$ cat config.mk
export PLATFORM = sky130hd
export DESIGN_NAME = triac_phase_angle_heater_control
export DESIGN_NICKNAME = d
export VERILOG_FILES = /design/src/rtl/tpahc_pkg.sv /design/src/rtl/tpahc_rsp_queue.sv /design/src/rtl/tpahc_ctrl.sv /design/src/rtl/tpahc_dpath.sv /design/src/rtl/triac_phase_angle_heater_control.sv
export VERILOG_INCLUDE_DIRS = /design/src /design/src/rtl
export SDC_FILE = /design/constraint.sdc
export NUM_CORES = 2
export LEC_CHECK = 0
export BUFFER_PORTS_ARGS = -buffer_cell sky130_fd_sc_hd__buf_4
export CORE_MARGIN = 2
export CORE_UTILIZATION = 50
export DETAILED_ROUTE_END_ITERATION = 8
export PLACE_DENSITY = 0.77
export SLEW_MARGIN = 30
export SYNTH_ARGS = -nofsm -noshare
export SYNTH_HDL_FRONTEND = slang
export SYNTH_SLANG_ARGS = --single-unit
export TNS_END_PERCENT = 50
$ cat constraint.sdc
create_clock -name clock -period 7.5 [get_ports clock]
set_clock_uncertainty 0.05 [all_clocks]
set_input_delay 0.75 -clock clock [delete_from_list [all_inputs] [get_ports clock]]
set_output_delay 0.75 -clock clock [all_outputs]
set_load 0.01 [all_outputs]
$ cat src/rtl/triac_phase_angle_heater_control_assert.svh
// Assertion macros for the triac phase-angle heater controller
`ifndef TRIAC_PHASE_ANGLE_HEATER_CONTROL_ASSERT_SVH
`define TRIAC_PHASE_ANGLE_HEATER_CONTROL_ASSERT_SVH

// same-cycle implication; the consequent may carry a fixed ## delay
`define TPAHC_ASSERT_IMPLY(label, clk, rst, ante, cons) \
   label: assert property (@(posedge clk) disable iff (rst) (ante) |-> cons) \
      else $error("tpahc: implication check failed");

// next-cycle implication
`define TPAHC_ASSERT_NEXT(label, clk, rst, ante, cons) \
   label: assert property (@(posedge clk) disable iff (rst) (ante) |=> (cons)) \
      else $error("tpahc: next-cycle check failed");

`endif

$ cat src/rtl/tpahc_pkg.sv
// Types, widths and constants shared by the heater controller modules
package tpahc_pkg;

   localparam int DELAY_BITS     = 21;
   localparam int ADC_BITS       = 10;
   localparam int INTERVAL_BITS  = 8;
   localparam int PULSE_BITS     = 16;
   localparam int GAIN_BITS      = 16;
   localparam int REF_BITS       = 16;
   localparam int SLOPE_BITS     = 16;
   localparam int OFFSET_BITS    = 21;
   localparam int FRAC_BITS      = 16;
   localparam int CSR_INDEX_BITS = 3;
   localparam int CSR_DATA_BITS  = 21;

   localparam int SCALED_BITS = ADC_BITS + SLOPE_BITS;
   localparam int TEMP_BITS   = SCALED_BITS + 2;
   localparam int ERR_BITS    = TEMP_BITS + 1;
   localparam int PROD_BITS   = ERR_BITS + GAIN_BITS + 1;
   localparam int QUOT_BITS   = PROD_BITS - FRAC_BITS;
   localparam int CMP_BITS    = (QUOT_BITS > DELAY_BITS) ? QUOT_BITS : DELAY_BITS;

   localparam logic [INTERVAL_BITS-1:0] SAMPLE_INTERVAL_RESET = INTERVAL_BITS'(50);
   localparam logic [PULSE_BITS-1:0]    PULSE_WIDTH_RESET     = PULSE_BITS'(50000);
   localparam logic [DELAY_BITS-1:0]    DELAY_MIN_RESET       = DELAY_BITS'(35000);
   localparam logic [DELAY_BITS-1:0]    DELAY_MAX_RESET       = DELAY_BITS'(1901000);
   localparam logic [GAIN_BITS-1:0]     LOOP_GAIN_RESET       = GAIN_BITS'(9110);
   localparam logic [REF_BITS-1:0]      REFERENCE_RESET       = REF_BITS'(14080);
   localparam logic [SLOPE_BITS-1:0]    SLOPE_RESET           = SLOPE_BITS'(20119);
   localparam logic signed [OFFSET_BITS-1:0] OFFSET_RESET     = -OFFSET_BITS'(103154);
   localparam logic [INTERVAL_BITS-1:0] HALF_CYCLE_FULL       = '1;

   typedef enum logic [1:0] {
      FUNC_TICK       = 2'd0,
      FUNC_ZERO_CROSS = 2'd1,
      FUNC_SAMPLE     = 2'd2,
      FUNC_NONE       = 2'd3
   } func_type;

   typedef enum logic [CSR_INDEX_BITS-1:0] {
      CSR_SAMPLE_INTERVAL = 3'd0,
      CSR_PULSE_WIDTH     = 3'd1,
      CSR_DELAY_MIN       = 3'd2,
      CSR_DELAY_MAX       = 3'd3,
      CSR_LOOP_GAIN       = 3'd4,
      CSR_REFERENCE       = 3'd5,
      CSR_SLOPE           = 3'd6,
      CSR_OFFSET          = 3'd7
   } csr_index_type;

   typedef struct packed {
      logic [1:0]          func;
      logic [ADC_BITS-1:0] adc_sample;
   } req_type;

   typedef struct packed {
      logic                  trigger_on;
      logic                  adc_start;
      logic [DELAY_BITS-1:0] fire_delay;
   } rsp_type;

   typedef struct packed {
      logic take_item;
      logic form_error;
      logic form_product;
      logic write_delay;
      logic cfg_write;
      logic push;
   } ctrl_cmd_type;

endpackage

$ cat src/rtl/tpahc_rsp_queue.sv
// Two-entry result queue between the datapath and the result channel
module tpahc_rsp_queue (
   input  logic              clock,
   input  logic              reset,
   input  logic              push,
   input  tpahc_pkg::rsp_type push_data,
   output logic              room,
   output logic              rsp_valid,
   input  logic              rsp_stall,
   output tpahc_pkg::rsp_type rsp_data
);
   import tpahc_pkg::*;

   rsp_type    entry_ff [2];
   logic [1:0] count_ff;
   logic [1:0] count_in;
   logic [1:0] wr_slot;
   logic       pop;

   assign rsp_valid = (count_ff != 2'd0);
   assign room      = (count_ff != 2'd2);
   assign rsp_data  = entry_ff[0];
   assign pop       = rsp_valid && !rsp_stall;
   assign wr_slot   = count_ff - {1'b0, pop};

   always_comb begin
      count_in = count_ff + {1'b0, push} - {1'b0, pop};
   end

   always_ff @(posedge clock) begin
      if (reset) begin
         count_ff <= 2'd0;
      end else begin
         count_ff <= count_in;
      end
   end

   always_ff @(posedge clock) begin
      if (push && !wr_slot[0]) begin
         entry_ff[0] <= push_data;
      end else if (pop) begin
         entry_ff[0] <= entry_ff[1];
      end
      if (push && wr_slot[0]) begin
         entry_ff[1] <= push_data;
      end
   end

endmodule

$ cat src/rtl/tpahc_ctrl.sv
// Controller state machine: item acceptance and sample computation sequencing
module tpahc_ctrl (
   input  logic                   clock,
   input  logic                   reset,
   input  logic                   req_valid,
   input  logic [1:0]             req_func,
   output logic                   req_stall,
   input  logic                   queue_room,
   input  logic                   csr_valid,
   output logic                   csr_ready,
   output tpahc_pkg::ctrl_cmd_type cmd
);
   import tpahc_pkg::*;

   typedef enum logic [3:0] {
      S_IDLE  = 4'b0001,
      S_ERROR = 4'b0010,
      S_GAIN  = 4'b0100,
      S_CLAMP = 4'b1000
   } ctrl_state_type;

   ctrl_state_type state_ff;
   ctrl_state_type state_in;
   logic           take;
   logic           is_sample;

   assign req_stall = !((state_ff == S_IDLE) && queue_room);
   assign csr_ready = (state_ff == S_IDLE);
   assign take      = req_valid && !req_stall;
   assign is_sample = (req_func == FUNC_SAMPLE);

   always_comb begin
      state_in = state_ff;
      unique case (state_ff)
         S_IDLE: begin
            if (take && is_sample) begin
               state_in = S_ERROR;
            end
         end
         S_ERROR: state_in = S_GAIN;
         S_GAIN:  state_in = S_CLAMP;
         S_CLAMP: state_in = S_IDLE;
         default: state_in = S_IDLE;
      endcase
   end

   always_comb begin
      cmd.take_item    = take;
      cmd.form_error   = (state_ff == S_ERROR);
      cmd.form_product = (state_ff == S_GAIN);
      cmd.write_delay  = (state_ff == S_CLAMP);
      cmd.cfg_write    = csr_valid && csr_ready;
      cmd.push         = (take && !is_sample) || (state_ff == S_CLAMP);
   end

   always_ff @(posedge clock) begin
      if (reset) begin
         state_ff <= S_IDLE;
      end else begin
         state_ff <= state_in;
      end
   end

endmodule

$ cat src/rtl/tpahc_dpath.sv
// Datapath: settings, timing counters and the proportional delay computation
module tpahc_dpath (
   input  logic                                  clock,
   input  logic                                  reset,
   input  tpahc_pkg::ctrl_cmd_type               cmd,
   input  tpahc_pkg::req_type                    req_data,
   input  logic [tpahc_pkg::CSR_INDEX_BITS-1:0]  csr_index,
   input  logic [tpahc_pkg::CSR_DATA_BITS-1:0]   csr_data,
   output tpahc_pkg::rsp_type                    push_data
);
   import tpahc_pkg::*;

   logic [INTERVAL_BITS-1:0]      interval_ff;
   logic [PULSE_BITS-1:0]         pulse_width_ff;
   logic [DELAY_BITS-1:0]         delay_min_ff;
   logic [DELAY_BITS-1:0]         delay_max_ff;
   logic [GAIN_BITS-1:0]          gain_ff;
   logic [REF_BITS-1:0]           reference_ff;
   logic [SLOPE_BITS-1:0]         slope_ff;
   logic signed [OFFSET_BITS-1:0] offset_ff;

   logic [INTERVAL_BITS-1:0] half_cycle_ff, half_cycle_in;
   logic [DELAY_BITS-1:0]    delay_value_ff;
   logic [DELAY_BITS-1:0]    delay_count_ff, delay_count_in;
   logic                     delay_run_ff, delay_run_in;
   logic [PULSE_BITS-1:0]    pulse_count_ff, pulse_count_in;
   logic                     pulse_run_ff, pulse_run_in;
   logic                     trigger_ff, trigger_in;
   logic                     start;

   logic [SCALED_BITS-1:0]       scaled_ff, scaled_in;
   logic signed [ERR_BITS-1:0]   err_ff, err_in;
   logic signed [ERR_BITS-1:0]   temp_ext, ref_ext;
   logic signed [PROD_BITS-1:0]  prod_ff, prod_in;
   logic signed [GAIN_BITS:0]    gain_s;
   logic [CMP_BITS-1:0]          quot_c, max_c, min_c;
   logic [DELAY_BITS-1:0]        clamp_delay;

   // sample path: scale, error, gain, clamp
   assign scaled_in = SCALED_BITS'(req_data.adc_sample) * SCALED_BITS'(slope_ff);
   assign temp_ext  = $signed({{(ERR_BITS-SCALED_BITS){1'b0}}, scaled_ff})
                    + $signed({{(ERR_BITS-OFFSET_BITS){offset_ff[OFFSET_BITS-1]}}, offset_ff});
   assign ref_ext   = $signed(ERR_BITS'({reference_ff, 8'h00}));
   assign err_in    = ref_ext - temp_ext;
   assign gain_s    = $signed({1'b0, gain_ff});
   assign prod_in   = gain_s * err_ff;
   assign quot_c    = CMP_BITS'(prod_ff[PROD_BITS-1:FRAC_BITS]);
   assign max_c     = CMP_BITS'(delay_max_ff);
   assign min_c     = CMP_BITS'(delay_min_ff);

   always_comb begin
      if (prod_ff[PROD_BITS-1] || (prod_ff == '0)) begin
         clamp_delay = delay_max_ff;
      end else if (quot_c > max_c) begin
         clamp_delay = delay_max_ff;
      end else if (quot_c < min_c) begin
         clamp_delay = delay_min_ff;
      end else begin
         clamp_delay = DELAY_BITS'(quot_c);
      end
   end

   // timing state for the item on the request port
   always_comb begin
      half_cycle_in  = half_cycle_ff;
      delay_count_in = delay_count_ff;
      delay_run_in   = delay_run_ff;
      pulse_count_in = pulse_count_ff;
      pulse_run_in   = pulse_run_ff;
      trigger_in     = trigger_ff;
      start          = 1'b0;
      unique case (req_data.func) inside
         FUNC_TICK: begin
            if (half_cycle_ff >= interval_ff) begin
               half_cycle_in = '0;
               start         = 1'b1;
            end
            if (pulse_run_ff) begin
               if (pulse_count_ff != '0) begin
                  pulse_count_in = pulse_count_ff - 1'b1;
               end
               if (pulse_count_ff <= PULSE_BITS'(1)) begin
                  pulse_run_in = 1'b0;
                  trigger_in   = 1'b0;
               end
            end
            if (delay_run_ff) begin
               if (delay_count_ff != '0) begin
                  delay_count_in = delay_count_ff - 1'b1;
               end
               if (delay_count_ff <= DELAY_BITS'(1)) begin
                  delay_run_in   = 1'b0;
                  trigger_in     = 1'b1;
                  pulse_count_in = pulse_width_ff;
                  pulse_run_in   = 1'b1;
               end
            end
         end
         FUNC_ZERO_CROSS: begin
            if (half_cycle_ff != HALF_CYCLE_FULL) begin
               half_cycle_in = half_cycle_ff + 1'b1;
            end
            delay_count_in = delay_value_ff;
            delay_run_in   = 1'b1;
         end
         FUNC_SAMPLE, FUNC_NONE: begin
            start = 1'b0;
         end
         default: begin
            start = 1'b0;
         end
      endcase
   end

   always_comb begin
      if (cmd.write_delay) begin
         push_data.trigger_on = trigger_ff;
         push_data.adc_start  = 1'b0;
         push_data.fire_delay = clamp_delay;
      end else begin
         push_data.trigger_on = trigger_in;
         push_data.adc_start  = start;
         push_data.fire_delay = delay_value_ff;
      end
   end

   always_ff @(posedge clock) begin
      if (reset) begin
         interval_ff    <= SAMPLE_INTERVAL_RESET;
         pulse_width_ff <= PULSE_WIDTH_RESET;
         delay_min_ff   <= DELAY_MIN_RESET;
         delay_max_ff   <= DELAY_MAX_RESET;
         gain_ff        <= LOOP_GAIN_RESET;
         reference_ff   <= REFERENCE_RESET;
         slope_ff       <= SLOPE_RESET;
         offset_ff      <= OFFSET_RESET;
      end else if (cmd.cfg_write) begin
         unique case (csr_index)
            CSR_SAMPLE_INTERVAL: interval_ff    <= csr_data[INTERVAL_BITS-1:0];
            CSR_PULSE_WIDTH:     pulse_width_ff <= csr_data[PULSE_BITS-1:0];
            CSR_DELAY_MIN:       delay_min_ff   <= DELAY_BITS'(csr_data);
            CSR_DELAY_MAX:       delay_max_ff   <= DELAY_BITS'(csr_data);
            CSR_LOOP_GAIN:       gain_ff        <= csr_data[GAIN_BITS-1:0];
            CSR_REFERENCE:       reference_ff   <= csr_data[REF_BITS-1:0];
            CSR_SLOPE:           slope_ff       <= csr_data[SLOPE_BITS-1:0];
            CSR_OFFSET:          offset_ff      <= $signed(csr_data[OFFSET_BITS-1:0]);
            default:             interval_ff    <= interval_ff;
         endcase
      end
   end

   always_ff @(posedge clock) begin
      if (reset) begin
         half_cycle_ff  <= '0;
         delay_value_ff <= '0;
         delay_count_ff <= '0;
         delay_run_ff   <= 1'b0;
         pulse_count_ff <= '0;
         pulse_run_ff   <= 1'b0;
         trigger_ff     <= 1'b0;
      end else begin
         if (cmd.take_item) begin
            half_cycle_ff  <= half_cycle_in;
            delay_count_ff <= delay_count_in;
            delay_run_ff   <= delay_run_in;
            pulse_count_ff <= pulse_count_in;
            pulse_run_ff   <= pulse_run_in;
            trigger_ff     <= trigger_in;
         end
         if (cmd.write_delay) begin
            delay_value_ff <= clamp_delay;
         end
      end
   end

   always_ff @(posedge clock) begin
      if (cmd.take_item) begin
         scaled_ff <= scaled_in;
      end
      if (cmd.form_error) begin
         err_ff <= err_in;
      end
      if (cmd.form_product) begin
         prod_ff <= prod_in;
      end
   end

endmodule

$ cat src/rtl/triac_phase_angle_heater_control.sv
// Top level of the triac phase-angle heater controller
// Tick, zero-crossing and unused-code items need no extra steps and may follow
// back to back; the datapath keeps the phase counters and the trigger level.
// An ADC sample item runs in steps: the accept cycle forms adc_sample times
// slope, then three datapath steps (temperature error, gain multiply, clamp)
// run in turn while req_stall stays high, since the multipliers are registered
// one after the other. Results leave through a two-item queue, so the input
// keeps flowing while one result waits on rsp_stall and stalls once two wait.
// Settings are written through csr_*; csr_ready is low only while a sample is
// in progress.
module triac_phase_angle_heater_control (
   input  logic                                 clock,
   input  logic                                 reset,
   input  logic                                 req_valid,
   output logic                                 req_stall,
   input  tpahc_pkg::req_type                   req_data,
   output logic                                 rsp_valid,
   input  logic                                 rsp_stall,
   output tpahc_pkg::rsp_type                   rsp_data,
   input  logic                                 csr_valid,
   output logic                                 csr_ready,
   input  logic [tpahc_pkg::CSR_INDEX_BITS-1:0] csr_index,
   input  logic [tpahc_pkg::CSR_DATA_BITS-1:0]  csr_data
);
   import tpahc_pkg::*;

   `include "triac_phase_angle_heater_control_assert.svh"

   ctrl_cmd_type ctrl_cmd;
   rsp_type      push_data;
   logic         q_room;
   logic         sample_take;

   tpahc_ctrl u_ctrl (
      .clock      (clock),
      .reset      (reset),
      .req_valid  (req_valid),
      .req_func   (req_data.func),
      .req_stall  (req_stall),
      .queue_room (q_room),
      .csr_valid  (csr_valid),
      .csr_ready  (csr_ready),
      .cmd        (ctrl_cmd)
   );

   tpahc_dpath u_dpath (
      .clock     (clock),
      .reset     (reset),
      .cmd       (ctrl_cmd),
      .req_data  (req_data),
      .csr_index (csr_index),
      .csr_data  (csr_data),
      .push_data (push_data)
   );

   tpahc_rsp_queue u_queue (
      .clock     (clock),
      .reset     (reset),
      .push      (ctrl_cmd.push),
      .push_data (push_data),
      .room      (q_room),
      .rsp_valid (rsp_valid),
      .rsp_stall (rsp_stall),
      .rsp_data  (rsp_data)
   );

   assign sample_take = ctrl_cmd.take_item && (req_data.func == FUNC_SAMPLE);

   `TPAHC_ASSERT_IMPLY(a_push_has_room, clock, reset, ctrl_cmd.push, q_room)
   `TPAHC_ASSERT_NEXT(a_sample_blocks_input, clock, reset, sample_take, req_stall)
   `TPAHC_ASSERT_IMPLY(a_sample_result_latency, clock, reset, sample_take, ##3 ctrl_cmd.push)

endmodule
---- Word-level counts from Yosys, hierarchy flattened ----
Memory sizes are Yosys's and may differ from the RTL's.
Cells that the tools add are included.
cells by class
  $add $sub $neg .......................... 8
  multipliers ............................. 2
  div/mod/pow operators ................... 0
  order comparisons ....................... 5
  equal/unequal tests ..................... 20
  shift-type cells ........................ 0
  multiplexer cells ....................... 38
  bitwise logic cells ..................... 1
  reduce and logical (&&, ||, !) cells .... 33
operators with widths
  cell                                                                    count
  21-bit two-way mux                                                      5
  16-bit two-way mux                                                      4
  46-bit logical NOT                                                      1
  17-bit by 29-bit multiplier with 46-bit output                          1
  23-bit two-way mux                                                      2
  21-bit case mux with 2 select lines                                     1
  30-bit by 21-bit greater-than comparator with 1-bit output              1
  30-bit by 21-bit < comparator with 1-bit output                         1
  25-bit by 29-bit subtractor with 29-bit output                          1
  27-bit by 21-bit adder with 28-bit output                               1
  10-bit by 16-bit multiplier with 26-bit output                          1
  21-bit by 1-bit <= comparator with 1-bit output, second input constant  1
  21-bit nonzero test                                                     1
  21-bit by 1-bit subtractor with 21-bit output, second input constant    1
  1-bit two-way mux                                                       20
  2-bit AND reduction                                                     10
  16-bit by 1-bit <= comparator with 1-bit output, second input constant  1
  8-bit two-way mux                                                       2
  8-bit case mux with 2 select lines                                      1
  16-bit nonzero test                                                     1
  16-bit by 1-bit subtractor with 16-bit output, second input constant    1
  3-bit equality test, second input constant                              4
  4-bit case mux with 3 select lines                                      1
  2-bit inequality test, second input constant                            5
  25 further kinds                                                        39
word-level totals
  bits in registers ....................... 311
  latch bits .............................. 0
  memory bits (writable) .................. 46
  memory bits (read-only) ................. 0
  input port bits ......................... 41
  output and inout port bits .............. 26
  logic and storage cells ................. 128
  memories ................................ 1
memories
  name              words  width  read ports  clocked after Yosys merged registers in  write ports  RTL line               RTL
  u_queue.entry_ff  2      23     2           0                                        2            tpahc_rsp_queue.sv:14  rsp_type entry_ff [2];

---- Depth between registers and ports, before layout ----
  depth after elaboration ................. 9
  depth in mapped cells ................... 26

---- By module ----
A second synthesis with hierarchy kept.
second synthesis, totals
  cell total of the unflattened synthesis .. 4282
  area, all modules ....................... 38986.1 um^2
modules (own cells, without submodules)
  module           times used  cells an instance  area each (um^2)  seq. area each (um^2)
  tpahc_dpath      1           4146               36755.3           7116.8
  tpahc_rsp_queue  1           111                1988.2            1421.4
  tpahc_ctrl       1           25                 242.7             80.1

---- Worst setup path before layout ----
No wires, ideal clock.
  path type ............................... reg2reg
  start ................................... reg u_dpath.err_ff[7]
  end ..................................... reg u_dpath.prod_ff[45] (data pin)
  library setup time ...................... 0.265 ns
  arrival ................................. 6.081 ns
  required time ........................... 7.185 ns
  slack ................................... 1.103 ns
  cell stages (with the launch flop) ...... 24
  path buffers ............................ 2
  path through ............................ edfxtp_1 clkbuf_1 and2_1 fa_1 inv_1 fa_1 fa_1 inv_1 fa_1 fa_1 inv_1 fa_1 inv_1 ha_1 clkbuf_1 and3_1 nand2_1 o32ai_1 nor2_1 o21a_1 o211ai_1 nand4_1 a221oi_1 xnor2_1
on the way
  longest elaborated chain between the ends .. 1
ends and longest elaborated chain
  element                                         RTL line            RTL
  start: declaration                              tpahc_dpath.sv:32   logic signed [ERR_BITS-1:0] err_ff, err_in;
  start signal: assignment                        tpahc_dpath.sv:181  err_ff <= err_in;
  17-bit by 29-bit multiplier with 46-bit output  tpahc_dpath.sv:46   assign prod_in = gain_s * err_ff;
  named net u_dpath.prod_in[45]                   tpahc_dpath.sv:34   logic signed [PROD_BITS-1:0] prod_ff, prod_in;
  end signal: assignment                          tpahc_dpath.sv:184  prod_ff <= prod_in;
  end: declaration                                tpahc_dpath.sv:34
The timed path passes the listed nets, and every way through them passes these cells.
A chain may end at the register's enable or synchronous reset.

---- Worst setup path in the final report ----
  start ................................... reg u_dpath.err_ff[7]
  end ..................................... reg u_dpath.prod_ff[44] (data pin)
Same word-level chain as after synthesis.

==> metrics.yaml <==
worst_setup_path:
  end_kind: "flip-flop"
  crit_end: "u_dpath.prod_ff[44]"
  r2r_slack_ps: 230
  worstReg2RegEnd: "u_dpath.prod_ff[44]"
  cp-startpoint: "u_dpath.err_ff[7]"
  required_ps: 7760
  r2r_cells: 22
  cp_data_arrival_time_ps: 7520
  worst-setup-path-type: "reg -> reg"
  path_max_fanout: 16
  crit_path_start_kind: "flip-flop"
  r2r_start: "u_dpath.err_ff[7]"
place:
  io_buffers: 66
  dp_hpwl_mm: 75.83
  gp_congestion: 0.9078
cells_and_area:
  nets: 5283
  area_delta_synth_final_pct: 6.635
  fin_util_pct: 53.73
  drive_above_1_share_pct: 5.021
logic_synthesis:
  avgSynthCellArea_um2: 8.837
  synth_seq_area_share_pct: 21.72
  synth-main-ff-cell: "dfxtp_1"
  yosysTopAreaCell: "fa_1"
  synth_cell_types: 80
  netlist.area_leader.share_pct: 28.15
  synth_area_leaders: "fa_1, edfxtp_1, dfxtp_1"
  synth_edf_count: 147
  ys_warn_count: 0
  ys_seq_elements: 357
  synth_nets: 5362
  syn_area_um2: 39680
  async_flop_share_pct: 0
  netlist_instances: 4490
floorplanning:
  num_rows: 103
  start_util_pct: 50.39
  die_x_um: 285.7
  dieHeight_um: 285.7
  dieArea_um2: 81620
  ios: 67
  core_area_um2: 78740
global_route:
  grt_overflow_total: 0
  antenna_found_initial: 4
  grt_pass1_vias: 30960
  grt_max_degree: 96
  grt_pass1_wl_mm: 161.0
  grt_usage_pct: 24.47
clocking:
  clkTransAtPathRegs_ps: 60
  clkLatencyLatePin_ps: 570
  cts_max_level: 2
  tritoncts.num_buffers: 38
  holdBufCountCts: 0
  cts_buffer_depth: 3
  cts_sinks: 357
  root_buffer: "clkbuf_16"
  cts_tree: "done"
pwr:
  power.leakage_uw: 0.01989
  p_per_area_nw_per_um2: 296.6
  ir_drop_uv: 327.2
  power.total_uw: 12550
sta:
  setup_violations: 0
  period_needed_ps: 7267
  rsz0062_at_grt: "no"
  hold_violations: 0
  relSlewSlack_pct: 34.22
  fin_setup_tns_ps: 0
  fin_crit_sh_pct: 96.89
  slew_violations: 0
  tightest_slew_ps: 961.8
  fmax_mhz: 137.6
routing:
  drtIter0Drc: 2516
  drt_wl_total_mm: 98.39
  wl_per_cell_um: 17.91
  vias: 30780
  antenna_left: 0
  drtPass1Iterations: 6
  routed_via_density: 5.605
  drcViolationCount: 0
run:
  maxCapViolCount: 0
worst_hold_path:
  hold_path_class: "reg -> reg"
status:
  status: "completed"
-- synth_stat cells (19+ instances only) --
master and count:
inv_1 751, nand2_1 726, fa_1 558, and2_1 306
ha_1 273, a21oi_1 271, dfxtp_1 210, clkbuf_1 208
nor2_1 150, edfxtp_1 147, o21ai_0 91, a21o_1 69
xnor2_1 68, nand3_1 67, o31ai_1 54, and3_1 43
nor3_1 41, xor2_1 36, o21a_1 31, a211oi_1 27
o311ai_0 25, o211ai_1 24, buf_4 23, nand4_1 23
nand2b_1 20, nor4_1 19
-- timing repair --
item	CTS	global route
endpoints found under the setup margin	0	3
setup buffers	0	4
resized for setup	0	2
-- through the flow --
stage,setup slack [ps],hold slack [ps],cells,cell area (um2)
finish,233.3,405.8,5492,42310
global route,43.61,421.6,5492,42310
CTS,329.5,405.8,5485,42220
detailed placement,366.4,397.0,5415,40950
global placement,517.8,391.6,5415,40940
floorplan,1103,382.3,4490,39680
-- power by group --
part	internal, uW	switching, uW
Combinational	3270	4640
Sequential	2590	91.9
Clock	1140	813
-- layout by cell type (no fill, tap or decap), types with 120 or more instances in the layout --
cell type  instances
fa_1             558
dfxtp_1          209
ha_1             273
inv_1            750
a21oi_1          270
edfxtp_1         147
and2_1           305
buf_4            120
nand2_1          726
nor2_1           149
-- registers in the layout (all words and copies together) (netlist names), 21 cells and up --
signal / cells
u_queue.entry_ff: 46
u_dpath.scaled_ff: 26
u_dpath.delay_count_ff: 21
u_dpath.offset_ff: 21
u_dpath.delay_max_ff: 21
u_dpath.err_ff: 29
u_dpath.delay_min_ff: 21
u_dpath.delay_value_ff: 21
u_dpath.prod_ff: 46
-- worst max-delay path, stage by stage (launching register included) --
cell and delay [ps]:
edfxtp_1 660, and2_1 300, fa_1 510, inv_1 60
fa_1 490, fa_1 510, inv_1 50, fa_1 460
fa_1 540, inv_1 50, fa_1 520, inv_1 40
ha_1 350, and3_1 250, and3_1 190, o311ai_0 290
a21oi_1 550, a21oi_1 130, buf_4 190, o311ai_1 360
a31o_2 210, a21oi_1 70, xnor2_1 150
-- final cells by class --
cell class,count,area (um2)
clock buffer,58,1119
fill,7020,36430
clock inverter,12,155.1
inverter,751,2820
timing repair buffer,123,950.9
tap,1050,1314
antenna,1,2.502
sequential,357,8620
multi-input combinational,3140,27330
-- cell families (layout without fill, tap and decap cells) --
family,count (synthesis),count (layout),synth area share (%)
AOI/OAI and AO/OA,723,723,11.78
xor gates and xnor gates,105,105,2.337
adders and majority gates,831,831,36.76
buffers and inverters,993,944,9.634
DFF,357,357,21.72
muxes,6,6,0.1545
other,0,1,0
and+or+nand+nor,1475,1475,17.61
-- routing by layer --
layer	track usage [%]	part of all wire [%]	routed length, um	vias up
li1	-	-	-	14210
met1	32.77	42	41070	15290
met2	40.70	48	46780	1042
met3	2.951	6.6	6514	246
met4	9.542	4.1	4005	2
met5	0	0.013	13	-
-- worst min path at each step --
| stage | depth (start not counted) | end | startpoint |
|---|---|---|---|
| after floorplan | 2 | u_dpath.pulse_width_ff[9] | u_dpath.pulse_width_ff[9] |
| after global placement | 2 | u_dpath.delay_min_ff[9] | u_dpath.delay_min_ff[9] |
| after detailed placement | 2 | u_dpath.delay_min_ff[6] | u_dpath.delay_min_ff[6] |
| after CTS | 2 | u_dpath.delay_min_ff[6] | u_dpath.delay_min_ff[6] |
| after global routing | 2 | u_dpath.delay_min_ff[9] | u_dpath.delay_min_ff[9] |
| final | 2 | u_dpath.delay_min_ff[16] | u_dpath.delay_min_ff[16] |
Power figures use the tool's default switching activity.
